==> src/hw/rtl/ubx_frame_deframer_unit_macros.svh <==
// Assertion macros shared by the deframer RTL.
`ifndef UBX_FRAME_DEFRAMER_UNIT_MACROS_SVH
`define UBX_FRAME_DEFRAMER_UNIT_MACROS_SVH

// Same-cycle implication, checked at every rising clock edge outside reset.
`define UBXDF_ASSERT_SAME(label, clk, rst, ante, cons) \
   label: assert property (@(posedge clk) disable iff (rst) (ante) |-> (cons)) \
      else $error("deframer same-cycle check failed");

// Next-cycle implication, checked at every rising clock edge outside reset.
`define UBXDF_ASSERT_NEXT(label, clk, rst, ante, cons) \
   label: assert property (@(posedge clk) disable iff (rst) (ante) |=> (cons)) \
      else $error("deframer next-cycle check failed");

`endif

==> src/hw/rtl/ubxdf_pkg.sv <==
// Shared types and constants of the frame deframer.
package ubxdf_pkg;

   localparam logic [7:0]  SYNC_FIRST    = 8'hB5;
   localparam logic [7:0]  SYNC_SECOND   = 8'h62;
   localparam logic [15:0] MAX_LEN_RESET = 16'd512;

   localparam logic [1:0] STATUS_NONE    = 2'd0;
   localparam logic [1:0] STATUS_GOOD    = 2'd1;
   localparam logic [1:0] STATUS_BAD_SUM = 2'd2;
   localparam logic [1:0] STATUS_BAD_LEN = 2'd3;

   typedef struct packed {
      logic        payload_valid;
      logic [15:0] payload_index;
      logic [7:0]  payload_byte;
      logic [1:0]  frame_status;
      logic [7:0]  msg_class;
      logic [7:0]  msg_id;
      logic [15:0] frame_length;
   } result_type;

endpackage

==> src/hw/rtl/ubxdf_ifs.sv <==
// Channel interfaces of the frame deframer: byte input, result output, length limit write.
interface ubxdf_req_if;
   logic       valid;
   logic       ready;
   logic [7:0] rx_byte;
   modport source (output valid, output rx_byte, input ready);
   modport sink   (input valid, input rx_byte, output ready);
endinterface

interface ubxdf_rsp_if;
   logic        valid;
   logic        ready;
   logic        payload_valid;
   logic [15:0] payload_index;
   logic [7:0]  payload_byte;
   logic [1:0]  frame_status;
   logic [7:0]  msg_class;
   logic [7:0]  msg_id;
   logic [15:0] frame_length;
   modport source (output valid, output payload_valid, output payload_index,
                   output payload_byte, output frame_status, output msg_class,
                   output msg_id, output frame_length, input ready);
   modport sink   (input valid, input payload_valid, input payload_index,
                   input payload_byte, input frame_status, input msg_class,
                   input msg_id, input frame_length, output ready);
endinterface

interface ubxdf_csr_if;
   logic        valid;
   logic        ready;
   logic [15:0] max_payload_length;
   modport source (output valid, output max_payload_length, input ready);
   modport sink   (input valid, input max_payload_length, output ready);
endinterface

==> src/hw/rtl/ubxdf_parser.sv <==
// Frame state machine and 8-bit Fletcher checksum; builds one result per accepted byte.
`include "ubx_frame_deframer_unit_macros.svh"

module ubxdf_parser (
   input  logic                   clock,
   input  logic                   reset,
   input  logic                   accept,
   input  logic [7:0]             rx_byte,
   input  logic [15:0]            max_len,
   output ubxdf_pkg::result_type  result
);
   import ubxdf_pkg::*;

   localparam logic [3:0] STEP_HUNT   = 4'd0;
   localparam logic [3:0] STEP_SYNC2  = 4'd1;
   localparam logic [3:0] STEP_CLASS  = 4'd2;
   localparam logic [3:0] STEP_ID     = 4'd3;
   localparam logic [3:0] STEP_LEN_LO = 4'd4;
   localparam logic [3:0] STEP_LEN_HI = 4'd5;
   localparam logic [3:0] STEP_DATA   = 4'd6;
   localparam logic [3:0] STEP_CK_A   = 4'd7;
   localparam logic [3:0] STEP_CK_B   = 4'd8;

   logic [3:0]  step_ff, step_in;
   logic [7:0]  class_ff, class_in;
   logic [7:0]  id_ff, id_in;
   logic [15:0] length_ff, length_in;
   logic [15:0] count_ff, count_in;
   logic [7:0]  sum_a_ff, sum_a_in;
   logic [7:0]  sum_b_ff, sum_b_in;
   logic [7:0]  acc_a;
   logic [7:0]  acc_b;
   logic [15:0] len_full;
   logic [15:0] count_inc;

   // Running Fletcher sums with this byte folded in.
   assign acc_a     = sum_a_ff + rx_byte;
   assign acc_b     = sum_b_ff + acc_a;
   assign len_full  = {rx_byte, length_ff[7:0]};
   assign count_inc = count_ff + 16'd1;

   always_comb begin
      step_in   = step_ff;
      class_in  = class_ff;
      id_in     = id_ff;
      length_in = length_ff;
      count_in  = count_ff;
      sum_a_in  = sum_a_ff;
      sum_b_in  = sum_b_ff;
      result    = '0;
      unique case (step_ff)
         STEP_SYNC2: begin
            if (rx_byte == SYNC_SECOND) begin
               step_in = STEP_CLASS;
            end else if (rx_byte == SYNC_FIRST) begin
               step_in = STEP_SYNC2;
            end else begin
               step_in = STEP_HUNT;
            end
         end
         STEP_CLASS: begin
            class_in = rx_byte;
            sum_a_in = rx_byte;
            sum_b_in = rx_byte;
            step_in  = STEP_ID;
         end
         STEP_ID: begin
            sum_a_in = acc_a;
            sum_b_in = acc_b;
            id_in    = rx_byte;
            step_in  = STEP_LEN_LO;
         end
         STEP_LEN_LO: begin
            sum_a_in  = acc_a;
            sum_b_in  = acc_b;
            length_in = {8'd0, rx_byte};
            step_in   = STEP_LEN_HI;
         end
         STEP_LEN_HI: begin
            sum_a_in  = acc_a;
            sum_b_in  = acc_b;
            length_in = len_full;
            count_in  = '0;
            if (len_full > max_len) begin
               result.frame_status = STATUS_BAD_LEN;
               step_in             = STEP_HUNT;
            end else if (len_full == 16'd0) begin
               step_in = STEP_CK_A;
            end else begin
               step_in = STEP_DATA;
            end
         end
         STEP_DATA: begin
            sum_a_in             = acc_a;
            sum_b_in             = acc_b;
            result.payload_valid = 1'b1;
            result.payload_index = count_ff;
            result.payload_byte  = rx_byte;
            count_in             = count_inc;
            if (count_inc == length_ff) begin
               step_in = STEP_CK_A;
            end
         end
         STEP_CK_A: begin
            if (rx_byte == sum_a_ff) begin
               step_in = STEP_CK_B;
            end else begin
               result.frame_status = STATUS_BAD_SUM;
               step_in             = STEP_HUNT;
            end
         end
         STEP_CK_B: begin
            result.frame_status = (rx_byte == sum_b_ff) ? STATUS_GOOD : STATUS_BAD_SUM;
            step_in             = STEP_HUNT;
         end
         default: begin
            step_in = (rx_byte == SYNC_FIRST) ? STEP_SYNC2 : STEP_HUNT;
         end
      endcase
      result.msg_class    = class_in;
      result.msg_id       = id_in;
      result.frame_length = length_in;
   end

   always_ff @(posedge clock) begin
      if (reset) begin
         step_ff   <= STEP_HUNT;
         class_ff  <= '0;
         id_ff     <= '0;
         length_ff <= '0;
         count_ff  <= '0;
         sum_a_ff  <= '0;
         sum_b_ff  <= '0;
      end else if (accept) begin
         step_ff   <= step_in;
         class_ff  <= class_in;
         id_ff     <= id_in;
         length_ff <= length_in;
         count_ff  <= count_in;
         sum_a_ff  <= sum_a_in;
         sum_b_ff  <= sum_b_in;
      end
   end

   `UBXDF_ASSERT_SAME(a_data_in_payload, clock, reset, result.payload_valid, step_ff == STEP_DATA)
   `UBXDF_ASSERT_SAME(a_index_below_len, clock, reset, result.payload_valid, count_ff < length_ff)
   `UBXDF_ASSERT_NEXT(a_status_ends_frame, clock, reset,
      accept && (result.frame_status != STATUS_NONE), step_ff == STEP_HUNT)

endmodule

==> src/hw/rtl/ubxdf_out_stage.sv <==
// Result register between the parser and the result channel.
`include "ubx_frame_deframer_unit_macros.svh"

module ubxdf_out_stage (
   input  logic                  clock,
   input  logic                  reset,
   input  logic                  in_valid,
   output logic                  in_ready,
   input  ubxdf_pkg::result_type in_result,
   ubxdf_rsp_if.source           rsp_chan
);
   import ubxdf_pkg::*;

   logic       valid_ff, valid_in;
   result_type data_ff;
   logic       load;

   // The register frees up in the same cycle its item is taken.
   assign in_ready = !valid_ff || rsp_chan.ready;
   assign load     = in_valid && in_ready;
   assign valid_in = load || (valid_ff && !rsp_chan.ready);

   always_ff @(posedge clock) begin
      if (reset) begin
         valid_ff <= 1'b0;
      end else begin
         valid_ff <= valid_in;
      end
   end

   always_ff @(posedge clock) begin
      if (load) begin
         data_ff <= in_result;
      end
   end

   assign rsp_chan.valid         = valid_ff;
   assign rsp_chan.payload_valid = data_ff.payload_valid;
   assign rsp_chan.payload_index = data_ff.payload_index;
   assign rsp_chan.payload_byte  = data_ff.payload_byte;
   assign rsp_chan.frame_status  = data_ff.frame_status;
   assign rsp_chan.msg_class     = data_ff.msg_class;
   assign rsp_chan.msg_id        = data_ff.msg_id;
   assign rsp_chan.frame_length  = data_ff.frame_length;

   `UBXDF_ASSERT_NEXT(a_load_shows_item, clock, reset, load, valid_ff)

endmodule

==> src/hw/rtl/ubx_frame_deframer_unit.sv <==
// Top level of the binary GNSS frame deframer.
// Usage:
//   req_chan carries one received serial byte per item. rsp_chan returns exactly one
//   item per input byte, in order: payload flag, index and byte, a frame status
//   (nothing, good, checksum failed, length rejected) and the class, id and
//   announced length of the current frame.
//   csr_chan writes the longest accepted payload length; it is always ready and
//   should be written only while no byte is in flight.
// Timing and throughput:
//   A byte accepted at one clock edge has its result registered on rsp_chan right after
//   that edge. One byte is accepted per cycle while rsp_chan keeps taking results; the
//   parser state and the checksum advance in a single step per byte.
// Reset:
//   Synchronous, active high. The parser hunts for the first sync byte, its frame
//   fields clear to zero, and the length limit returns to 512.
// Stalls:
//   While rsp_chan is not ready and a result is held, req_chan.ready is low; the
//   held item stays unchanged until taken, and nothing is dropped.
module ubx_frame_deframer_unit (
   input  logic        clock,
   input  logic        reset,
   ubxdf_req_if.sink   req_chan,
   ubxdf_rsp_if.source rsp_chan,
   ubxdf_csr_if.sink   csr_chan
);
   import ubxdf_pkg::*;

   logic [15:0] max_len_ff;
   logic        out_ready;
   logic        accept;
   result_type  step_result;

   assign csr_chan.ready = 1'b1;
   assign req_chan.ready = out_ready;
   assign accept         = req_chan.valid && out_ready;

   always_ff @(posedge clock) begin
      if (reset) begin
         max_len_ff <= MAX_LEN_RESET;
      end else if (csr_chan.valid) begin
         max_len_ff <= csr_chan.max_payload_length;
      end
   end

   ubxdf_parser u_parser (
      .clock   (clock),
      .reset   (reset),
      .accept  (accept),
      .rx_byte (req_chan.rx_byte),
      .max_len (max_len_ff),
      .result  (step_result)
   );

   ubxdf_out_stage u_out_stage (
      .clock     (clock),
      .reset     (reset),
      .in_valid  (req_chan.valid),
      .in_ready  (out_ready),
      .in_result (step_result),
      .rsp_chan  (rsp_chan)
   );

endmodule

==> src/flat_wrapper.sv <==
// flat-port wrapper written by rule: the top's interface ports become plain ports
module ubx_frame_deframer_unit_flat import ubxdf_pkg::*;
  (clock, reset, req_chan_valid, req_chan_rx_byte, req_chan_ready, rsp_chan_valid, rsp_chan_payload_valid, rsp_chan_payload_index, rsp_chan_payload_byte, rsp_chan_frame_status, rsp_chan_msg_class, rsp_chan_msg_id, rsp_chan_frame_length, rsp_chan_ready, csr_chan_valid, csr_chan_max_payload_length, csr_chan_ready);
  ubxdf_req_if req_chan_i ();
  ubxdf_rsp_if rsp_chan_i ();
  ubxdf_csr_if csr_chan_i ();
  input  logic clock;
  input  logic reset;
  input wire logic [$bits(req_chan_i.valid)-1:0] req_chan_valid;
  input wire logic [$bits(req_chan_i.rx_byte)-1:0] req_chan_rx_byte;
  output wire logic [$bits(req_chan_i.ready)-1:0] req_chan_ready;
  output wire logic [$bits(rsp_chan_i.valid)-1:0] rsp_chan_valid;
  output wire logic [$bits(rsp_chan_i.payload_valid)-1:0] rsp_chan_payload_valid;
  output wire logic [$bits(rsp_chan_i.payload_index)-1:0] rsp_chan_payload_index;
  output wire logic [$bits(rsp_chan_i.payload_byte)-1:0] rsp_chan_payload_byte;
  output wire logic [$bits(rsp_chan_i.frame_status)-1:0] rsp_chan_frame_status;
  output wire logic [$bits(rsp_chan_i.msg_class)-1:0] rsp_chan_msg_class;
  output wire logic [$bits(rsp_chan_i.msg_id)-1:0] rsp_chan_msg_id;
  output wire logic [$bits(rsp_chan_i.frame_length)-1:0] rsp_chan_frame_length;
  input wire logic [$bits(rsp_chan_i.ready)-1:0] rsp_chan_ready;
  input wire logic [$bits(csr_chan_i.valid)-1:0] csr_chan_valid;
  input wire logic [$bits(csr_chan_i.max_payload_length)-1:0] csr_chan_max_payload_length;
  output wire logic [$bits(csr_chan_i.ready)-1:0] csr_chan_ready;
  assign req_chan_i.valid = req_chan_valid;
  assign req_chan_i.rx_byte = req_chan_rx_byte;
  assign req_chan_ready = req_chan_i.ready;
  assign rsp_chan_valid = rsp_chan_i.valid;
  assign rsp_chan_payload_valid = rsp_chan_i.payload_valid;
  assign rsp_chan_payload_index = rsp_chan_i.payload_index;
  assign rsp_chan_payload_byte = rsp_chan_i.payload_byte;
  assign rsp_chan_frame_status = rsp_chan_i.frame_status;
  assign rsp_chan_msg_class = rsp_chan_i.msg_class;
  assign rsp_chan_msg_id = rsp_chan_i.msg_id;
  assign rsp_chan_frame_length = rsp_chan_i.frame_length;
  assign rsp_chan_i.ready = rsp_chan_ready;
  assign csr_chan_i.valid = csr_chan_valid;
  assign csr_chan_i.max_payload_length = csr_chan_max_payload_length;
  assign csr_chan_ready = csr_chan_i.ready;
  ubx_frame_deframer_unit u_core (.clock(clock), .reset(reset), .req_chan(req_chan_i), .rsp_chan(rsp_chan_i), .csr_chan(csr_chan_i));
endmodule
==> config.mk <==
export PLATFORM = sky130hd
export DESIGN_NAME = ubx_frame_deframer_unit_flat
export DESIGN_NICKNAME = d
export VERILOG_FILES = /design/src/hw/rtl/ubxdf_pkg.sv /design/src/hw/rtl/ubxdf_ifs.sv /design/src/hw/rtl/ubxdf_parser.sv /design/src/hw/rtl/ubxdf_out_stage.sv /design/src/hw/rtl/ubx_frame_deframer_unit.sv /design/src/flat_wrapper.sv
export VERILOG_INCLUDE_DIRS = /design/src /design/src/hw/rtl
export SDC_FILE = /design/constraint.sdc
export NUM_CORES = 1
export LEC_CHECK = 0
export ABC_AREA = 0
export BUFFER_PORTS_ARGS = -buffer_cell sky130_fd_sc_hd__buf_2
export CAP_MARGIN = 20
export CORE_MARGIN = 8
export CORE_UTILIZATION = 53
export CTS_CLUSTER_SIZE = 12
export DETAILED_ROUTE_END_ITERATION = 6
export PLACE_DENSITY_LB_ADDON = 0.08
export SYNTH_ARGS = -nofsm -noshare
export SYNTH_HDL_FRONTEND = slang
export SYNTH_SLANG_ARGS = --single-unit
==> constraint.sdc <==
create_clock -name clock -period 3.1 [get_ports clock]
set_clock_uncertainty 0.05 [all_clocks]
set_input_delay 0 -clock clock [delete_from_list [all_inputs] [get_ports clock]]
set_output_delay 0 -clock clock [all_outputs]
set_load 0.05 [all_outputs]
==> implementation parameters <==
Parameter                              Value

Status
  Outcome    complete, no violations

Layout
  Layout cells sized above 1    0.200
  Final antenna diode count    0
  Fillers    1244
  Net count of the finished layout    966
  Layout overhead on the synthesized area    18.3%

STA
  # setup viols final    0
  Transition time at the pin with the least slew margin    755 ps
  RSZ-0062 raised after global routing    false
  Max-slew violation count    0
  Worst Hold Margin    36.1 ps
  Slew Limit Headroom    0.493
  Post-route clock period utilization    0.959
  Fmax achieved    0.336 GHz
  Minimum setup slack in the final design    128 ps
  Setup TNS    0 ps
  Minimum period implied by the final worst setup slack    2970 ps
  Hold Vio Cnt, Final    0

GRT
  Aggregate global-route resource usage    0.212
  Maximum number of pins on one net before global-route repair    60
  Via count of the first global-routing pass    6094
  Leftover overflow at the end of global routing    0
  First-pass GRT wire length    31000 um
  Initial antenna violation count    0

Die
  Height of the chip    136 um
  I/O pin total    91
  Horizontal extent of the die    136 um
  Area enclosed by the die boundary    18500 um2
  Initial core utilization    0.533
  Core outline area    14300 um2
  Standard-cell row count    44

Logic synthesis
  Count of synthesis-stage warnings from yosys    0
  Number of enable-type register cells in the synthesized netlist    59
  Post-synth top area share    0.232
  Flip-flop and latch count after synthesis    144
  Mean cell area of the mapped netlist    9.43 um2
  Cell count after synthesis    809
  Count of different cell masters after synthesis    74
  Most used standard cells in the synthesized netlist    dfxtp_1, nand2_1, nor2_1
  Main synth FF type    dfxtp_1
  Ranking of synthesized cells by area    edfxtp_1, dfxtp_1, ha_1, a21oi_1, nand2_1
  Cell accounting for the most synthesized area    edfxtp_1
  Fraction of synthesis flops using an asynchronous set or reset pin    0
  Share of the yosys chip area belonging to registers    0.455
  Syn Nets    872
  Leading cell type by number of instances after synthesis    dfxtp_1
  Post-Synthesis Cell Area    7630 um2

Flow run
  Reported max-cap violation count    0

Critical path
  Arrival time at the worst endpoint    3240 ps
  Setup CP Type    flip-flop to flip-flop
  Startpoint class of the critical path    flip-flop
  Highest net fanout along the worst path    3
  Cell depth of the worst flop-to-flop path    12
  Type of destination of the critical path    flip-flop
  Startpoint of the worst register-to-register path    u_core.u_parser.sum_a_ff[0]$_SDFFE_PP0P_
  Crit path launch    u_core.u_parser.sum_a_ff[0]$_SDFFE_PP0P_
  Reg2Reg Capture Point    u_core.u_parser.sum_b_ff[7]$_SDFFE_PP0P_
  Last element of the critical path    u_core.u_parser.sum_b_ff[7]$_SDFFE_PP0P_
  Reg2Reg Setup Slack    130 ps
  Data required time at the worst endpoint    3360 ps

Clock network
  CTS root buf    clkbuf_16
  Skew-Pair Late Insertion Delay    420 ps
  Setup Fix Bufs, Post-CTS    0
  H-tree levels    4
  Clock tree from TritonCTS    done
  Number of clock buffers inserted by TritonCTS    17
  TritonCTS Sinks    144
  Worst-path clk slew    60 ps
  Maximum clock insertion buffer count    2

Min path
  Worst hold path type    input pin to flip-flop

Route
  Post-detailed-route count of antenna-violating nets    0
  Number of detailed-routing iterations run before antenna repair    4
  Post-route DRC violation count    0
  Via count    6281
  DRT iter0 DRCs    511
  Vias per Instance    5.71
  Routed wire length    19100 um
  Routed WL per cell    17.4 um

Placed design
  Detailed-placement wirelength estimate    12900 um
  Buffers added on ports    89
  Post-place setup slack    -68.4 ps
  Final estimated routing congestion in global placement    0.909

Power
  Peak ir drop on the vdd network    0.334 mV
  Power density over the cells    517 nW/um2
  Static Leak    3.78 nW
## flip-flops by register name (all words and copies together) (netlist names), 16 cells and up
signal,cells
u_core.max_len_ff,16
u_core.u_parser.length_ff,16
u_core.u_out_stage.rsp_chan.frame_length,16
u_core.u_parser.count_ff,16
u_core.u_out_stage.rsp_chan.payload_index,16
## cells in the final DEF, fill, tap and decap left out, types with 4 or more instances in the layout
cell type      Yosys  routed
buf_2             10      89
dfxtp_1           85      85
nand2_1           84      84
nor2_1            80      80
a21oi_1           70      69
edfxtp_1          59      59
and2_1            33      33
ha_1              32      32
inv_1             29      29
o21ai_0           29      29
mux2_2            23      23
nor3_1            23      23
nand3_1           22      22
xnor2_1           20      20
buf_4              8      19
xor2_1            18      18
dlygate4sd3_1      1      18
clkbuf_16          0      17
nand4_1           16      16
mux2i_1           16      16
nor4_1             9       9
a21o_1             7       7
and3_1             7       7
a211oi_1           7       7
or4_1              5       5
o21a_1             5       5
clkinv_2           0       4
o211ai_1           4       4
or3_1              4       4
a211o_1            4       4
bufinv_16          0       4
## final cells by class
type	count	area, um2	share of cell area
timing repair buffer	127	788	0.0874
clock inverter	15	193	0.0214
clock buffer	17	425	0.0471
multi-input combinational	583	3800	0.421
sequential	144	3470	0.385
tap	184	230	0.0255
inverter	30	114	0.0126
## per-layer routing
layer,global-route usage,vias up,wire (um)
li1,-,3069,-
met1,0.259,2980,8360
met2,0.354,197,9150
met3,0.0506,35,1190
met4,0.0842,0,439
met5,0,-,0
## metrics by stage
| stage | utilization | cells | power, mW | cell area (um2) |
|---|---|---|---|---|
| 3_5_place_dp | 0.574 | 1050 | 2.55 | 8210 |
| 2_1_floorplan | - | 809 | 2.41 | 7630 |
| 3_3_place_gp | 0.574 | 1050 | 2.53 | 8210 |
| 6_report | 0.630 | 1100 | 4.66 | 9020 |
| 5_1_grt | 0.630 | 1100 | 4.81 | 9020 |
| 4_1_cts | 0.630 | 1100 | 4.69 | 9010 |
## worst max-delay path, stage by stage, from the launching register on
cell and delay, ps:
dfxtp_1 310, ha_1 200, fa_1 410, a21o_1 190
a21oi_2 190, xnor2_1 160, ha_1 290, inv_1 90
nor2_1 80, a2111o_1 460, a221oi_2 240, a21oi_1 70
and3_1 150
## worst min-delay path by stage
| stage | start | to | depth (start not counted) |
|---|---|---|---|
| floorplan | req_chan_valid | u_core.u_out_stage.rsp_chan.valid$_SDFF_PP0_ | 2 |
| global placement | csr_chan_max_payload_length[9] | u_core.max_len_ff[9]$_SDFFE_PP1P_ | 3 |
| detailed placement | csr_chan_max_payload_length[2] | u_core.max_len_ff[2]$_SDFFE_PP0P_ | 3 |
| CTS | req_chan_rx_byte[6] | u_core.u_parser.sum_b_ff[6]$_SDFFE_PP0P_ | 3 |
| global route | csr_chan_valid | u_core.max_len_ff[9]$_SDFFE_PP1P_ | 3 |
| finish | csr_chan_valid | u_core.max_len_ff[9]$_SDFFE_PP1P_ | 3 |
## repair_timing
item                                    4_1_cts  5_1_grt
pin swaps                                     0        1
resized for setup                             2        2
endpoints found under the hold margin        17        0
endpoints found under the setup margin        1        1
hold buffers                                 18        0
## where the power goes
group / switching (mW) / leakage [nW] / internal, mW
Clock: 0.798 / 0.298 / 1.34
Sequential: 0.0201 / 1.28 / 2.03
Combinational: 0.337 / 2.20 / 0.133
Total: 1.16 / 3.78 / 3.51
## cell families (layout without fill, tap and decap cells)
kind of cell,Yosys count,count (layout),share of synthesized area
AO/OA/AOI/OAI,157,157,0.126
XOR/XNOR,38,38,0.0436
other,1,1,0.000492
flip-flops,144,144,0.455
AND/OR/NAND/NOR,313,313,0.212
adder cells (fa/ha/maj),35,35,0.0591
buffers and inverters,82,189,0.0484
multiplexers,39,39,0.0550
Note: power is estimated with default switching activity, not from simulation.
